### src/rtl/core/lifn_pkg.sv
// Shared types, constants and helpers for the LIF network event block.
// No dependencies; used by every module under rtl/core except lifn_checker.
package lifn_pkg;

    localparam int FRAC_BITS   = 16;
    localparam int VW          = FRAC_BITS + 1;   // voltage, Q1.16 held in 17 bits
    localparam int CFG_W       = 16;
    localparam int CNT_W       = 7;
    localparam int IDX_W       = 6;
    localparam int FC_W        = 23;              // fire count times coupling step
    localparam int SW          = FC_W + 1;        // widest voltage sum
    localparam int TOT_W       = 32;
    localparam int MASK_W      = 64;
    localparam int IN_TDATA_W  = 40;
    localparam int OUT_TDATA_W = 136;
    localparam int APB_AW      = 4;
    localparam int APB_DW      = 32;

    localparam logic [VW-1:0] V_ONE = {1'b1, {FRAC_BITS{1'b0}}};
    localparam logic [VW-1:0] V_MAX = '1;

    localparam logic [CFG_W-1:0] KICK_RST   = 16'd66;
    localparam logic [CFG_W-1:0] COUPLE_RST = 16'd1311;
    localparam logic [CNT_W-1:0] COUNT_RST  = 7'd64;

    localparam logic CMD_KICK = 1'b0;
    localparam logic CMD_LOAD = 1'b1;

    typedef enum logic [2:0] {
        OP_LOAD,
        OP_LEAK,
        OP_KICK,
        OP_CASC,
        OP_WRITE
    } t_op;

    typedef struct packed {
        logic [VW-1:0] v;
        logic          fire;
    } t_cell;

    typedef struct packed {
        logic [CFG_W-1:0] kick;
        logic [CFG_W-1:0] couple;
        logic [CNT_W-1:0] count;
    } t_cfg;

    typedef struct packed {
        t_op  op;
        logic act;
        logic hit;
    } t_head_ctl;

    typedef struct packed {
        t_cell slot;
        logic  trig;
        logic  fire_new;
    } t_head_out;

    function automatic logic [VW-1:0] sat_v(input logic [SW-1:0] x);
        if (x > SW'(V_MAX)) begin
            return V_MAX;
        end
        return x[VW-1:0];
    endfunction

endpackage

### src/rtl/core/lifn_cell.sv
// One storage cell of the neuron ring: a voltage and a fired flag.
// Depends on lifn_pkg for the cell type.
module lifn_cell (
    input  logic           i_clk,
    input  logic           i_rst_n,
    input  logic           i_shift,
    input  lifn_pkg::t_cell i_d,
    output lifn_pkg::t_cell o_q
);

    lifn_pkg::t_cell r_q;

    always_ff @(posedge i_clk) begin
        if (!i_rst_n) begin
            r_q <= '0;
        end else if (i_shift) begin
            r_q <= i_d;
        end
    end

    assign o_q = r_q;

endmodule

### src/rtl/core/lifn_head.sv
// Update unit at the head of the neuron ring: load, leak, kick, cascade, write back.
// Depends on lifn_pkg for types and the saturation helper.
module lifn_head (
    input  lifn_pkg::t_head_ctl              i_ctl,
    input  lifn_pkg::t_cell                  i_cell,
    input  logic [lifn_pkg::VW-1:0]          i_decay,
    input  logic [lifn_pkg::VW-1:0]          i_load,
    input  logic [lifn_pkg::CFG_W-1:0]       i_kick,
    input  logic [lifn_pkg::FC_W-1:0]        i_fc,
    output lifn_pkg::t_head_out              o_out
);

    logic [2*lifn_pkg::VW-1:0]                  w_prod;
    logic [2*lifn_pkg::VW-1-lifn_pkg::FRAC_BITS:0] w_leak;
    logic [lifn_pkg::VW-1:0]                    w_kick_sat;
    logic [lifn_pkg::SW-1:0]                    w_couple;

    always_comb begin
        w_prod     = i_cell.v * i_decay;
        w_leak     = w_prod[2*lifn_pkg::VW-1:lifn_pkg::FRAC_BITS];
        w_kick_sat = lifn_pkg::sat_v(lifn_pkg::SW'(i_cell.v) + lifn_pkg::SW'(i_kick));
        w_couple   = lifn_pkg::SW'(i_cell.v) + lifn_pkg::SW'(i_fc);

        o_out.slot     = i_cell;
        o_out.trig     = 1'b0;
        o_out.fire_new = 1'b0;

        case (i_ctl.op)
            lifn_pkg::OP_LOAD: begin
                if (i_ctl.hit) begin
                    o_out.slot.v = i_load;
                end
            end
            lifn_pkg::OP_LEAK: begin
                if (i_ctl.act) begin
                    o_out.slot.v = lifn_pkg::sat_v(lifn_pkg::SW'(w_leak));
                end
            end
            lifn_pkg::OP_KICK: begin
                if (i_ctl.hit) begin
                    o_out.slot.v    = w_kick_sat;
                    o_out.slot.fire = (w_kick_sat > lifn_pkg::V_ONE);
                    o_out.trig      = (w_kick_sat > lifn_pkg::V_ONE);
                end
            end
            lifn_pkg::OP_CASC: begin
                // fire once the couplings received so far lift it to threshold
                if (i_ctl.act && !i_cell.fire && (w_couple >= lifn_pkg::SW'(lifn_pkg::V_ONE)))
                begin
                    o_out.slot.fire = 1'b1;
                    o_out.fire_new  = 1'b1;
                end
            end
            lifn_pkg::OP_WRITE: begin
                if (i_cell.fire) begin
                    o_out.slot.v    = '0;
                    o_out.slot.fire = 1'b0;
                end else if (i_ctl.act) begin
                    o_out.slot.v = lifn_pkg::sat_v(w_couple);
                end
            end
            default: begin
            end
        endcase
    end

endmodule

### src/rtl/core/lifn_regs.sv
// APB register file: kick size, coupling step, neuron count.
// Depends on lifn_pkg for widths, reset values and the config struct.
module lifn_regs (
    input  logic                          i_clk,
    input  logic                          i_rst_n,
    input  logic                          psel,
    input  logic                          penable,
    input  logic                          pwrite,
    input  logic [lifn_pkg::APB_AW-1:0]   paddr,
    input  logic [lifn_pkg::APB_DW-1:0]   pwdata,
    output logic [lifn_pkg::APB_DW-1:0]   prdata,
    output logic                          pready,
    output lifn_pkg::t_cfg                o_cfg
);

    localparam logic [1:0] REG_KICK   = 2'd0;
    localparam logic [1:0] REG_COUPLE = 2'd1;
    localparam logic [1:0] REG_COUNT  = 2'd2;

    lifn_pkg::t_cfg r_cfg;
    logic           w_wr;

    assign pready = 1'b1;
    assign w_wr   = psel && penable && pwrite && pready;

    always_ff @(posedge i_clk) begin
        if (!i_rst_n) begin
            r_cfg.kick   <= lifn_pkg::KICK_RST;
            r_cfg.couple <= lifn_pkg::COUPLE_RST;
            r_cfg.count  <= lifn_pkg::COUNT_RST;
        end else if (w_wr) begin
            case (paddr[3:2])
                REG_KICK:   r_cfg.kick   <= pwdata[lifn_pkg::CFG_W-1:0];
                REG_COUPLE: r_cfg.couple <= pwdata[lifn_pkg::CFG_W-1:0];
                REG_COUNT:  r_cfg.count  <= pwdata[lifn_pkg::CNT_W-1:0];
                default: begin
                end
            endcase
        end
    end

    always_comb begin
        case (paddr[3:2])
            REG_KICK:   prdata = lifn_pkg::APB_DW'(r_cfg.kick);
            REG_COUPLE: prdata = lifn_pkg::APB_DW'(r_cfg.couple);
            REG_COUNT:  prdata = lifn_pkg::APB_DW'(r_cfg.count);
            default:    prdata = '0;
        endcase
    end

    assign o_cfg = r_cfg;

endmodule

### src/rtl/core/lif_network_event_step.sv
// Top level of the all-to-all LIF network event block: cell ring, head unit, control.
// Depends on lifn_pkg, lifn_cell, lifn_head and lifn_regs.
//
//  port group  dir  handshake                 contents
//  s_axis      in   tvalid/tready             one request: load or kick
//  m_axis      out  tvalid/tready             one result per request
//  apb         in   psel/penable/pready       three config registers
//
// The voltages circulate through a ring of NEURONS cells. A load takes one pass.
// A kick takes a leak pass and ends there if the neuron is unused; else a kick pass,
// ending there if it does not fire; else P >= 1 cascade passes, one more pass
// for each round in which new neurons reach threshold, and then a write pass.
// One request at a time; a finished result waits in the output register while the
// next request is taken. Reset zeroes all voltages, counters and config to defaults.
module lif_network_event_step #(
    parameter int NEURONS = 64
) (
    input  logic                                i_clk,
    input  logic                                i_rst_n,
    input  logic                                s_axis_tvalid,
    output logic                                s_axis_tready,
    // neuron[5:0], decay[22:6], load_value[39:23]
    input  logic [lifn_pkg::IN_TDATA_W-1:0]     s_axis_tdata,
    // cmd[0]
    input  logic [0:0]                          s_axis_tuser,
    output logic                                m_axis_tvalid,
    input  logic                                m_axis_tready,
    // cascade_size[6:0], fire_mask[70:7], event_total[102:71], spike_total[134:103]
    output logic [lifn_pkg::OUT_TDATA_W-1:0]    m_axis_tdata,
    // fired[0]
    output logic [0:0]                          m_axis_tuser,
    input  logic                                psel,
    input  logic                                penable,
    input  logic                                pwrite,
    input  logic [lifn_pkg::APB_AW-1:0]         paddr,
    input  logic [lifn_pkg::APB_DW-1:0]         pwdata,
    output logic [lifn_pkg::APB_DW-1:0]         prdata,
    output logic                                pready
);

    localparam int PW  = $clog2(NEURONS);
    localparam int NCW = $clog2(NEURONS + 1);
    localparam logic [PW-1:0]             POS_LAST = PW'(NEURONS - 1);
    localparam logic [lifn_pkg::CNT_W-1:0] N_MAX   = lifn_pkg::CNT_W'(NEURONS);

    typedef enum logic [1:0] {
        S_IDLE,
        S_PASS,
        S_DONE
    } t_state;

    t_state                          r_state;
    lifn_pkg::t_op                   r_op;
    logic [PW-1:0]                   r_pos;
    logic                            r_trig;
    logic                            r_changed;
    logic [NCW-1:0]                  r_f;
    logic [lifn_pkg::FC_W-1:0]       r_fc;
    logic [NEURONS-1:0]              r_mask;
    logic [lifn_pkg::TOT_W-1:0]      r_event;
    logic [lifn_pkg::TOT_W-1:0]      r_spike;
    logic                            r_out_valid;
    logic [lifn_pkg::OUT_TDATA_W-1:0] r_out_data;
    logic                            r_out_user;

    logic [lifn_pkg::IDX_W-1:0]      r_idx;
    logic [lifn_pkg::VW-1:0]         r_decay;
    logic [lifn_pkg::VW-1:0]         r_load;

    lifn_pkg::t_cfg                  w_cfg;
    logic [lifn_pkg::CNT_W-1:0]      w_n_eff;
    logic                            w_last;
    logic                            w_idx_ok;
    logic                            w_shift;
    logic                            w_in_cmd;
    lifn_pkg::t_head_ctl             w_ctl;
    lifn_pkg::t_head_out             w_head;
    lifn_pkg::t_cell                 w_q [NEURONS];
    lifn_pkg::t_cell                 w_d [NEURONS];

    lifn_regs u_regs (
        .i_clk   (i_clk),
        .i_rst_n (i_rst_n),
        .psel    (psel),
        .penable (penable),
        .pwrite  (pwrite),
        .paddr   (paddr),
        .pwdata  (pwdata),
        .prdata  (prdata),
        .pready  (pready),
        .o_cfg   (w_cfg)
    );

    // clamp the configured count into 1..NEURONS
    always_comb begin
        if (w_cfg.count == '0) begin
            w_n_eff = lifn_pkg::CNT_W'(1);
        end else if (w_cfg.count > N_MAX) begin
            w_n_eff = N_MAX;
        end else begin
            w_n_eff = w_cfg.count;
        end
    end

    assign w_in_cmd  = s_axis_tuser[0];
    assign w_last    = (r_pos == POS_LAST);
    assign w_idx_ok  = (lifn_pkg::CNT_W'(r_idx) < w_n_eff);
    assign w_shift   = (r_state == S_PASS);

    assign w_ctl.op  = r_op;
    assign w_ctl.act = (lifn_pkg::CNT_W'(r_pos) < w_n_eff);
    assign w_ctl.hit = (lifn_pkg::CNT_W'(r_pos) == lifn_pkg::CNT_W'(r_idx));

    lifn_head u_head (
        .i_ctl   (w_ctl),
        .i_cell  (w_q[0]),
        .i_decay (r_decay),
        .i_load  (r_load),
        .i_kick  (w_cfg.kick),
        .i_fc    (r_fc),
        .o_out   (w_head)
    );

    // ring: each cell takes its upper neighbor, the last cell takes the head result
    for (genvar k = 0; k < NEURONS; k++) begin : g_ring
        if (k == NEURONS - 1) begin : g_tail
            assign w_d[k] = w_head.slot;
        end else begin : g_link
            assign w_d[k] = w_q[k+1];
        end
        lifn_cell u_cell (
            .i_clk   (i_clk),
            .i_rst_n (i_rst_n),
            .i_shift (w_shift),
            .i_d     (w_d[k]),
            .o_q     (w_q[k])
        );
    end

    assign s_axis_tready = (r_state == S_IDLE);
    assign m_axis_tvalid = r_out_valid;
    assign m_axis_tdata  = r_out_data;
    assign m_axis_tuser  = r_out_user;

    // capture request payload
    always_ff @(posedge i_clk) begin
        if (s_axis_tvalid && s_axis_tready) begin
            r_idx   <= s_axis_tdata[lifn_pkg::IDX_W-1:0];
            r_decay <= s_axis_tdata[lifn_pkg::IDX_W+lifn_pkg::VW-1:lifn_pkg::IDX_W];
            r_load  <= s_axis_tdata[lifn_pkg::IDX_W+2*lifn_pkg::VW-1:
                                    lifn_pkg::IDX_W+lifn_pkg::VW];
        end
    end

    always_ff @(posedge i_clk) begin
        if (!i_rst_n) begin
            r_state     <= S_IDLE;
            r_op        <= lifn_pkg::OP_LOAD;
            r_pos       <= '0;
            r_trig      <= 1'b0;
            r_changed   <= 1'b0;
            r_f         <= '0;
            r_fc        <= '0;
            r_mask      <= '0;
            r_event     <= '0;
            r_spike     <= '0;
            r_out_valid <= 1'b0;
        end else begin
            // drop the result once taken, unless a new one replaces it this cycle
            if (r_out_valid && m_axis_tready && (r_state != S_DONE)) begin
                r_out_valid <= 1'b0;
            end
            case (r_state)
                S_IDLE: begin
                    if (s_axis_tvalid) begin
                        r_pos     <= '0;
                        r_trig    <= 1'b0;
                        r_changed <= 1'b0;
                        r_f       <= '0;
                        r_fc      <= '0;
                        r_mask    <= '0;
                        r_op      <= (w_in_cmd == lifn_pkg::CMD_LOAD) ?
                                     lifn_pkg::OP_LOAD : lifn_pkg::OP_LEAK;
                        r_state   <= S_PASS;
                    end
                end
                S_PASS: begin
                    r_pos <= w_last ? '0 : r_pos + PW'(1);
                    if (w_head.trig) begin
                        r_trig <= 1'b1;
                    end
                    if (w_head.fire_new) begin
                        if (!w_last) begin
                            r_changed <= 1'b1;
                        end
                        r_f       <= r_f + NCW'(1);
                        r_fc      <= r_fc + lifn_pkg::FC_W'(w_cfg.couple);
                    end
                    if (r_op == lifn_pkg::OP_WRITE) begin
                        r_mask[r_pos] <= w_q[0].fire;
                    end
                    if (w_last) begin
                        case (r_op)
                            lifn_pkg::OP_LOAD: begin
                                r_state <= S_DONE;
                            end
                            lifn_pkg::OP_LEAK: begin
                                if (w_idx_ok) begin
                                    r_op <= lifn_pkg::OP_KICK;
                                end else begin
                                    r_state <= S_DONE;
                                end
                            end
                            lifn_pkg::OP_KICK: begin
                                // kicked neuron above threshold counts as the first firing
                                if (r_trig || w_head.trig) begin
                                    r_op      <= lifn_pkg::OP_CASC;
                                    r_f       <= NCW'(1);
                                    r_fc      <= lifn_pkg::FC_W'(w_cfg.couple);
                                    r_changed <= 1'b0;
                                    r_event   <= r_event + lifn_pkg::TOT_W'(1);
                                end else begin
                                    r_state <= S_DONE;
                                end
                            end
                            lifn_pkg::OP_CASC: begin
                                // repeat the pass until one adds no firing
                                if (r_changed || w_head.fire_new) begin
                                    r_changed <= 1'b0;
                                end else begin
                                    r_op <= lifn_pkg::OP_WRITE;
                                end
                            end
                            lifn_pkg::OP_WRITE: begin
                                r_spike <= r_spike + lifn_pkg::TOT_W'(r_f);
                                r_state <= S_DONE;
                            end
                            default: begin
                                r_state <= S_DONE;
                            end
                        endcase
                    end
                end
                S_DONE: begin
                    if (!r_out_valid || m_axis_tready) begin
                        r_out_valid <= 1'b1;
                        r_out_user  <= r_trig;
                        r_out_data  <= {1'b0, r_spike, r_event,
                                        lifn_pkg::MASK_W'(r_mask),
                                        lifn_pkg::CNT_W'(r_f)};
                        r_state     <= S_IDLE;
                    end
                end
                default: begin
                    r_state <= S_IDLE;
                end
            endcase
        end
    end

endmodule

### config.mk
export PLATFORM = sky130hd
export DESIGN_NAME = lif_network_event_step
export DESIGN_NICKNAME = d
export VERILOG_FILES = /design/src/rtl/core/lifn_pkg.sv /design/src/rtl/core/lifn_cell.sv /design/src/rtl/core/lifn_head.sv /design/src/rtl/core/lifn_regs.sv /design/src/rtl/core/lif_network_event_step.sv
export SDC_FILE = /design/constraint.sdc
export NUM_CORES = 2
export LEC_CHECK = 0
export ABC_CLOCK_PERIOD_IN_PS = 11880
export BUFFER_PORTS_ARGS = -buffer_cell sky130_fd_sc_hd__buf_4
export CORE_MARGIN = 5
export CORE_UTILIZATION = 25
export CTS_BUF_LIST = sky130_fd_sc_hd__clkbuf_16
export CTS_CLUSTER_DIAMETER = 200
export DETAILED_ROUTE_END_ITERATION = 10
export PLACE_DENSITY = 0.37
export RECOVER_POWER = 25
export SYNTH_ARGS = -nofsm -noshare
export SYNTH_HDL_FRONTEND = slang
export SYNTH_HIERARCHICAL = 1
export SYNTH_SLANG_ARGS = --single-unit
### constraint.sdc
create_clock -name i_clk -period 11.88 [get_ports i_clk]
set_clock_uncertainty 0.2 [all_clocks]
set_input_delay 1.188 -clock i_clk [delete_from_list [all_inputs] [get_ports i_clk]]
set_output_delay 1.188 -clock i_clk [all_outputs]
set_load 0.01 [all_outputs]
; ---- Word level (Yosys, flattened, before mapping)
; Index checks and enable logic that the tools add are counted.
; W data, S select, Z words.
[word_totals]
wordCells = 294
register_bits = 1539
[op_classes]
mux = 77
reduce_logical = 29
order_cmp = 10
add_sub_neg = 7
mul = 1
n_eq_ne = 23
[ops]
columns = op, n
row1 = $mux W17, 10
row2 = $mux W64, 2
row3 = $pmux W64 S2, 1
row4 = $mux W23, 5
row5 = $pmux W17 S4, 1
row6 = $bwmux W64, 1
row7 = $mux W7, 7
row8 = $gt A24 B17 Y1 const B, 2
row9 = $pmux W16 S3, 1
row10 = $pmux W23 S2, 1
row11 = $mul A17 B17 Y34, 1
row12 = $add A32 B1 Y32 const B, 1
row13 = $add A32 B7 Y32, 1
row14 = $add A17 B23 Y24, 1
row15 = $ge A24 B17 Y1 const B, 1
row16 = $mux W1, 24
row17 = $add A23 B16 Y23, 1
row18 = $mux W19, 1
row19 = $add A17 B16 Y18, 1
row20 = $gt A18 B17 Y1 const B, 1
row21 = $gt A17 B17 Y1 const B, 1
row22 = $mux W3, 5
row23 = $ne A3 B3 Y1 const B, 5
row24 = $lt A6 B7 Y1, 2
row25 = other kinds (36), 70

; ---- Longest topological paths before layout
[depth]
ltp_word = 13
ltp_mapped = 28
ltp_nobuf = 25

; ---- Modules after synthesis
; Netlist, hierarchy kept.
[modules_own_cells]
columns = mod, cells_per_inst, area_per_inst_um2, instances, seq_area_each_um2
row1 = lifn_cell, 57, 688.2, 64, 360.3
row2 = lif_network_event_step, 1382, 14659.1, 1, 8728.4
row3 = lifn_head, 1585, 12580.8, 1, 0.0
row4 = lifn_regs, 219, 1991.9, 1, 780.7

; ---- Least setup slack after synthesis
; OpenSTA, ideal clock, no wires.
[synth_timing]
kind = input to register
from = in i_rst_n
to = reg r_out_data, in the netlist m_axis_tdata[0] (enable)
path_buffers = 3
stages = 5
setup_time_ps = 826
arrival_time_ps = 11849
t_required_ps = 10854
path_slack_ps = -995
cell_sequence = clkbuf_1 > inv_1 > clkbuf_1 > clkbuf_1 > nor3b_1
[synth_via]
elab_chain_cells = 1
[synth_lines]
columns = item, line
row1 = "start, declared", lif_network_event_step.sv:19  ; input logic i_rst_n,
row2 = $reduce_and A3 Y1 (no source line), n/a
row3 = "end signal, assigned", lif_network_event_step.sv:248  ; r_out_data <= {1'b0, r_spike, r_event,
row4 = "end, declared", lif_network_event_step.sv:63  ; logic [lifn_pkg::OUT_TDATA_W-1:0] r_out_data;
; No other way between the ends.
; A chain may end at the register's enable or synchronous reset.

; ---- Worst setup path after layout
[layout_timing]
from = in i_rst_n
to = reg r_pos[1]
[layout_lines]
columns = item, line
row1 = "end signal, assigned", lif_network_event_step.sv:188  ; r_pos <= w_last ? '0 : r_pos + PW'(1);
row2 = "end, declared", lif_network_event_step.sv:54  ; logic [PW-1:0] r_pos;
; No word-level cell between the ends.

==> flow_metrics.tcl <==
set metrics [dict create \
    status "finished, violations left" \
    violations "capacitance limit, slew limit" \
    crit_cells 4 \
    gp_congestion 0.803 \
    ys_seq_elements 1539 \
    synthArstFlopShare_pct 0 \
    cts_buffers 187 \
    path_clk_slew_ns 0.06 \
    die_area_um2 304000 \
    synth.distinct_cells 103 \
    regToRegSetupSlack_ns 3.68 \
    finalSetupViolCount 0 \
    slew-limit-headroom_pct -201 \
    routed_wl_um 174000 \
    core_um2 291000 \
    drive_gt1_share_pct 6.93 \
    setup_ws_ns 3.19 \
    critPathKind "in2reg" \
    crit_buf_inv 3 \
    drc 0 \
    required_ns 12.34 \
    cts_max_path_buffers 4 \
    synth_area_leaders "dfxtp_1, mux2i_1, nor2b_1" \
    ant_nets 0 \
    cp-start-kind "input pin" \
    worst_pin_slew_ns 4.52 \
    die_y_um 551 \
    syn_area_um2 73300 \
    r2r_end "g_ring[63].u_cell/o_q[13]" \
    netlist_instances 6834 \
    final_cells 10989 \
    fin_crit_sh_pct 73.1 \
    drv_slew 487 \
    synth_top_cell_area_share_pct 37.2 \
    grt_max_degree 200 \
    arrival_ns 9.15 \
    rsz0062_at_grt "false" \
    startpoint "i_rst_n" \
    crit_end "r_pos[1]" \
    yosys_warnings 6 \
    grt_pass1_wl_um 276000 \
    area_growth_pct 12.6 \
    r2r_start "g_ring[0].u_cell/o_q[8]" \
    path_delay_family "buffers and inverters" \
    initial_core_util_pct 25.2 \
    dp_hpwl_um 114000 \
    port_buffers 219 \
    maxCapViolCount 6 \
    endpoint_kind "flip-flop" \
    die_w_um 551 \
    ioPinCount 256 \
    placementRows 198 \
    synthFlopType "dfxtp_1" \
    ctsHoldBuffers 0 \
    nNetsFinal 7428 \
    path_cells "clkbuf_1 -> clkinvlp_2 -> clkbuf_1 -> a21oi_1" \
    layout_min_cycle_time_ns 8.69 \
    p_per_area_nw_per_um2 136 \
    min_path_cells 0 \
    firstDrtPassIters 5 \
    grt.total_usage_pct 11.2 \
    post-cts-setup-buffers 0 \
    worstRegToRegCells 23 \
    vias 46719 \
    drt-initial-drc-count 2297 \
    grt_pass1_vias 46834 \
    place_inst 10654 \
    cts_tree "done" \
    cts_resized 0 \
    cpMaxStageDelayCell "clkinvlp_2" \
    post-place-ws_ns 3.66 \
    htreeDepth 4 \
    fin_setup_tns_ns 0 \
    synth.largest_area_cell "dfxtp_1" \
    hold_viol_final 0 \
    gr-total-overflow 0 \
    peakVddDrop_mv 0.0994 \
    clockRootBuffer "clkbuf_16" \
    syn_avg_cell_area_um2 10.7 \
    p_leak_nw 29.6 \
    clk_latency_ns 0.87 \
    wl_per_cell_um 15.9 \
    cp_max_fo 93 \
    fmax_mhz 115 \
    cts.sinks 1539 \
    synth_edf_count 176 \
    avgViaCountPerCell 4.25 \
    ys_seq_area_share_pct 44.5 \
    max_stage_delay_ns 3.28 \
    min-delay-path-class "reg2reg" \
    critPathMostFrequentCell "clkbuf_1" \
    antenna_found_initial 17 \
]
-- cell usage in the layout (no fill, tap or decap), drive strengths merged, types with 15 or more instances in the layout --
cell type and n:
dfxtp 1363, mux2i 1214, nor2b 1187, nand2 420, inv 379, clkbuf 310
a21oi 251, fa 226, edfxtp 176, ha 175, buf 172, nor2 161
o21ai 159, and2 128, clkinv 71, nand3 67, xor2 56, xnor2 45
nand4 39, nor3 38, and3 28, o211ai 25, a21o 24, a31oi 23
nand2b 22, a22oi 22, a211oi 21, or3 20, o21a 18, conb 18
nor4 16, nor3b 16, o21bai 15, and4 15
-- cell usage after synthesis (7+ instances only) --
cell type / count
a211o_1: 8
a211oi_1: 20
a21o_1: 24
a21oi_1: 246
a22oi_1: 22
a311oi_1: 7
a31oi_1: 23
and2_1: 124
and3_1: 28
and4_1: 14
buf_12: 64
buf_2: 9
buf_4: 25
buf_6: 72
clkbuf_1: 212
dfxtp_1: 1363
edfxtp_1: 176
fa_1: 226
ha_1: 175
inv_1: 314
mux2i_1: 1214
nand2_1: 419
nand2b_1: 22
nand3_1: 65
nand4_1: 36
nor2_1: 161
nor2b_1: 1187
nor3_1: 35
nor3b_1: 13
nor4_1: 16
o2111ai_1: 9
o211ai_1: 23
o21a_1: 18
o21ai_0: 155
o21bai_1: 15
o221ai_1: 13
o22ai_1: 14
o311ai_0: 8
o41ai_1: 8
or2_2: 8
or3_1: 19
or4_1: 8
xnor2_1: 45
xor2_1: 56
-- flip-flops by register name, indices dropped and copies added (netlist names) --
name / count
r_changed: 1
r_decay: 17
r_f: 7
u_regs/o_cfg: 39
g_ring.u_cell/o_q: 1152
m_axis_tdata: 135
r_spike: 32
r_event: 32
r_op: 3
r_idx: 6
r_fc: 23
r_mask: 64
r_load: 17
m_axis_tvalid: 1
r_state: 2
r_pos: 6
m_axis_tuser: 1
r_trig: 1
-- how the worst min path moves through the flow --
stage	start	endpoint	slack, ns
after CTS	r_mask[47]	m_axis_tdata[54]	0.15
after global routing	r_mask[47]	m_axis_tdata[54]	0.16
final	r_mask[47]	m_axis_tdata[54]	0.16
after detailed placement	r_mask[43]	m_axis_tdata[50]	0.21
after global placement	r_mask[51]	m_axis_tdata[58]	0.21
after floorplan	r_mask[3]	m_axis_tdata[10]	0.20
-- worst reg2reg max path, stage by stage, from the launching register on --
cell	delay [ns]
dfxtp_1	0.80
buf_4	0.41
nand2_1	0.13
fa_1	0.57
inv_1	0.05
fa_1	0.47
fa_1	0.53
fa_1	0.53
fa_1	0.54
inv_1	0.05
fa_1	0.54
inv_1	0.05
ha_1	0.40
a21oi_1	0.23
o21ai_0	0.17
a211oi_1	0.43
a211oi_1	0.16
or3_1	0.39
nand3_1	0.46
o21ai_0	0.20
o221a_2	0.20
nor3_1	0.41
mux2i_1	0.15
nor2b_1	0.13
-- power breakdown --
group	switching, mW	internal [mW]
Sequential	0.0505	5.27
Combinational	0.429	0.324
Clock	2.20	2.95
Total	2.68	8.55
-- layer usage --
layer,wire length (um),up-vias,part of all wire (%),global-route usage [%]
li1,-,23330,-,-
met1,87600,22343,50,16.1
met2,74300,777,43,16.9
met3,8700,261,5.0,2.29
met4,3670,8,2.1,2.78
met5,52,-,0.030,0
-- final cells by class --
cell class,instances,area (um2)
clock inverters,141,757
flip-flops and latches,1539,32600
multi-input cells,4606,36500
well taps,3900,4880
clock buffers,189,4730
inverters,316,1190
diodes,5,12.5
fillers,30644,209000
repair buffers,293,1920
-- through the flow --
| step | instance area [um2] | utilization (%) | hold WS, ns | power, mW |
|---|---|---|---|---|
| floorplan | 73300 | - | 0.202 | 6.13 |
| global placement | 77400 | 26.6 | 0.208 | 6.21 |
| detailed placement | 77400 | 26.6 | 0.211 | 6.21 |
| CTS | 82800 | 28.4 | 0.149 | 11.5 |
| global route | 82500 | 28.3 | 0.161 | 11.8 |
| finish | 82500 | 28.3 | 0.158 | 11.2 |
-- cell families after synthesis --
kind of cell / Yosys count / synth area share (%)
muxes: 1216 / 16.6
and+or+nand+nor: 2188 / 16.8
AOI/OAI and AO/OA: 682 / 5.80
other: 3 / 0.0154
adders and majority gates: 401 / 9.16
DFF: 1539 / 44.5
xor gates and xnor gates: 101 / 1.21
buffers and inverters: 704 / 5.94
(Power assumes the default switching activity.)
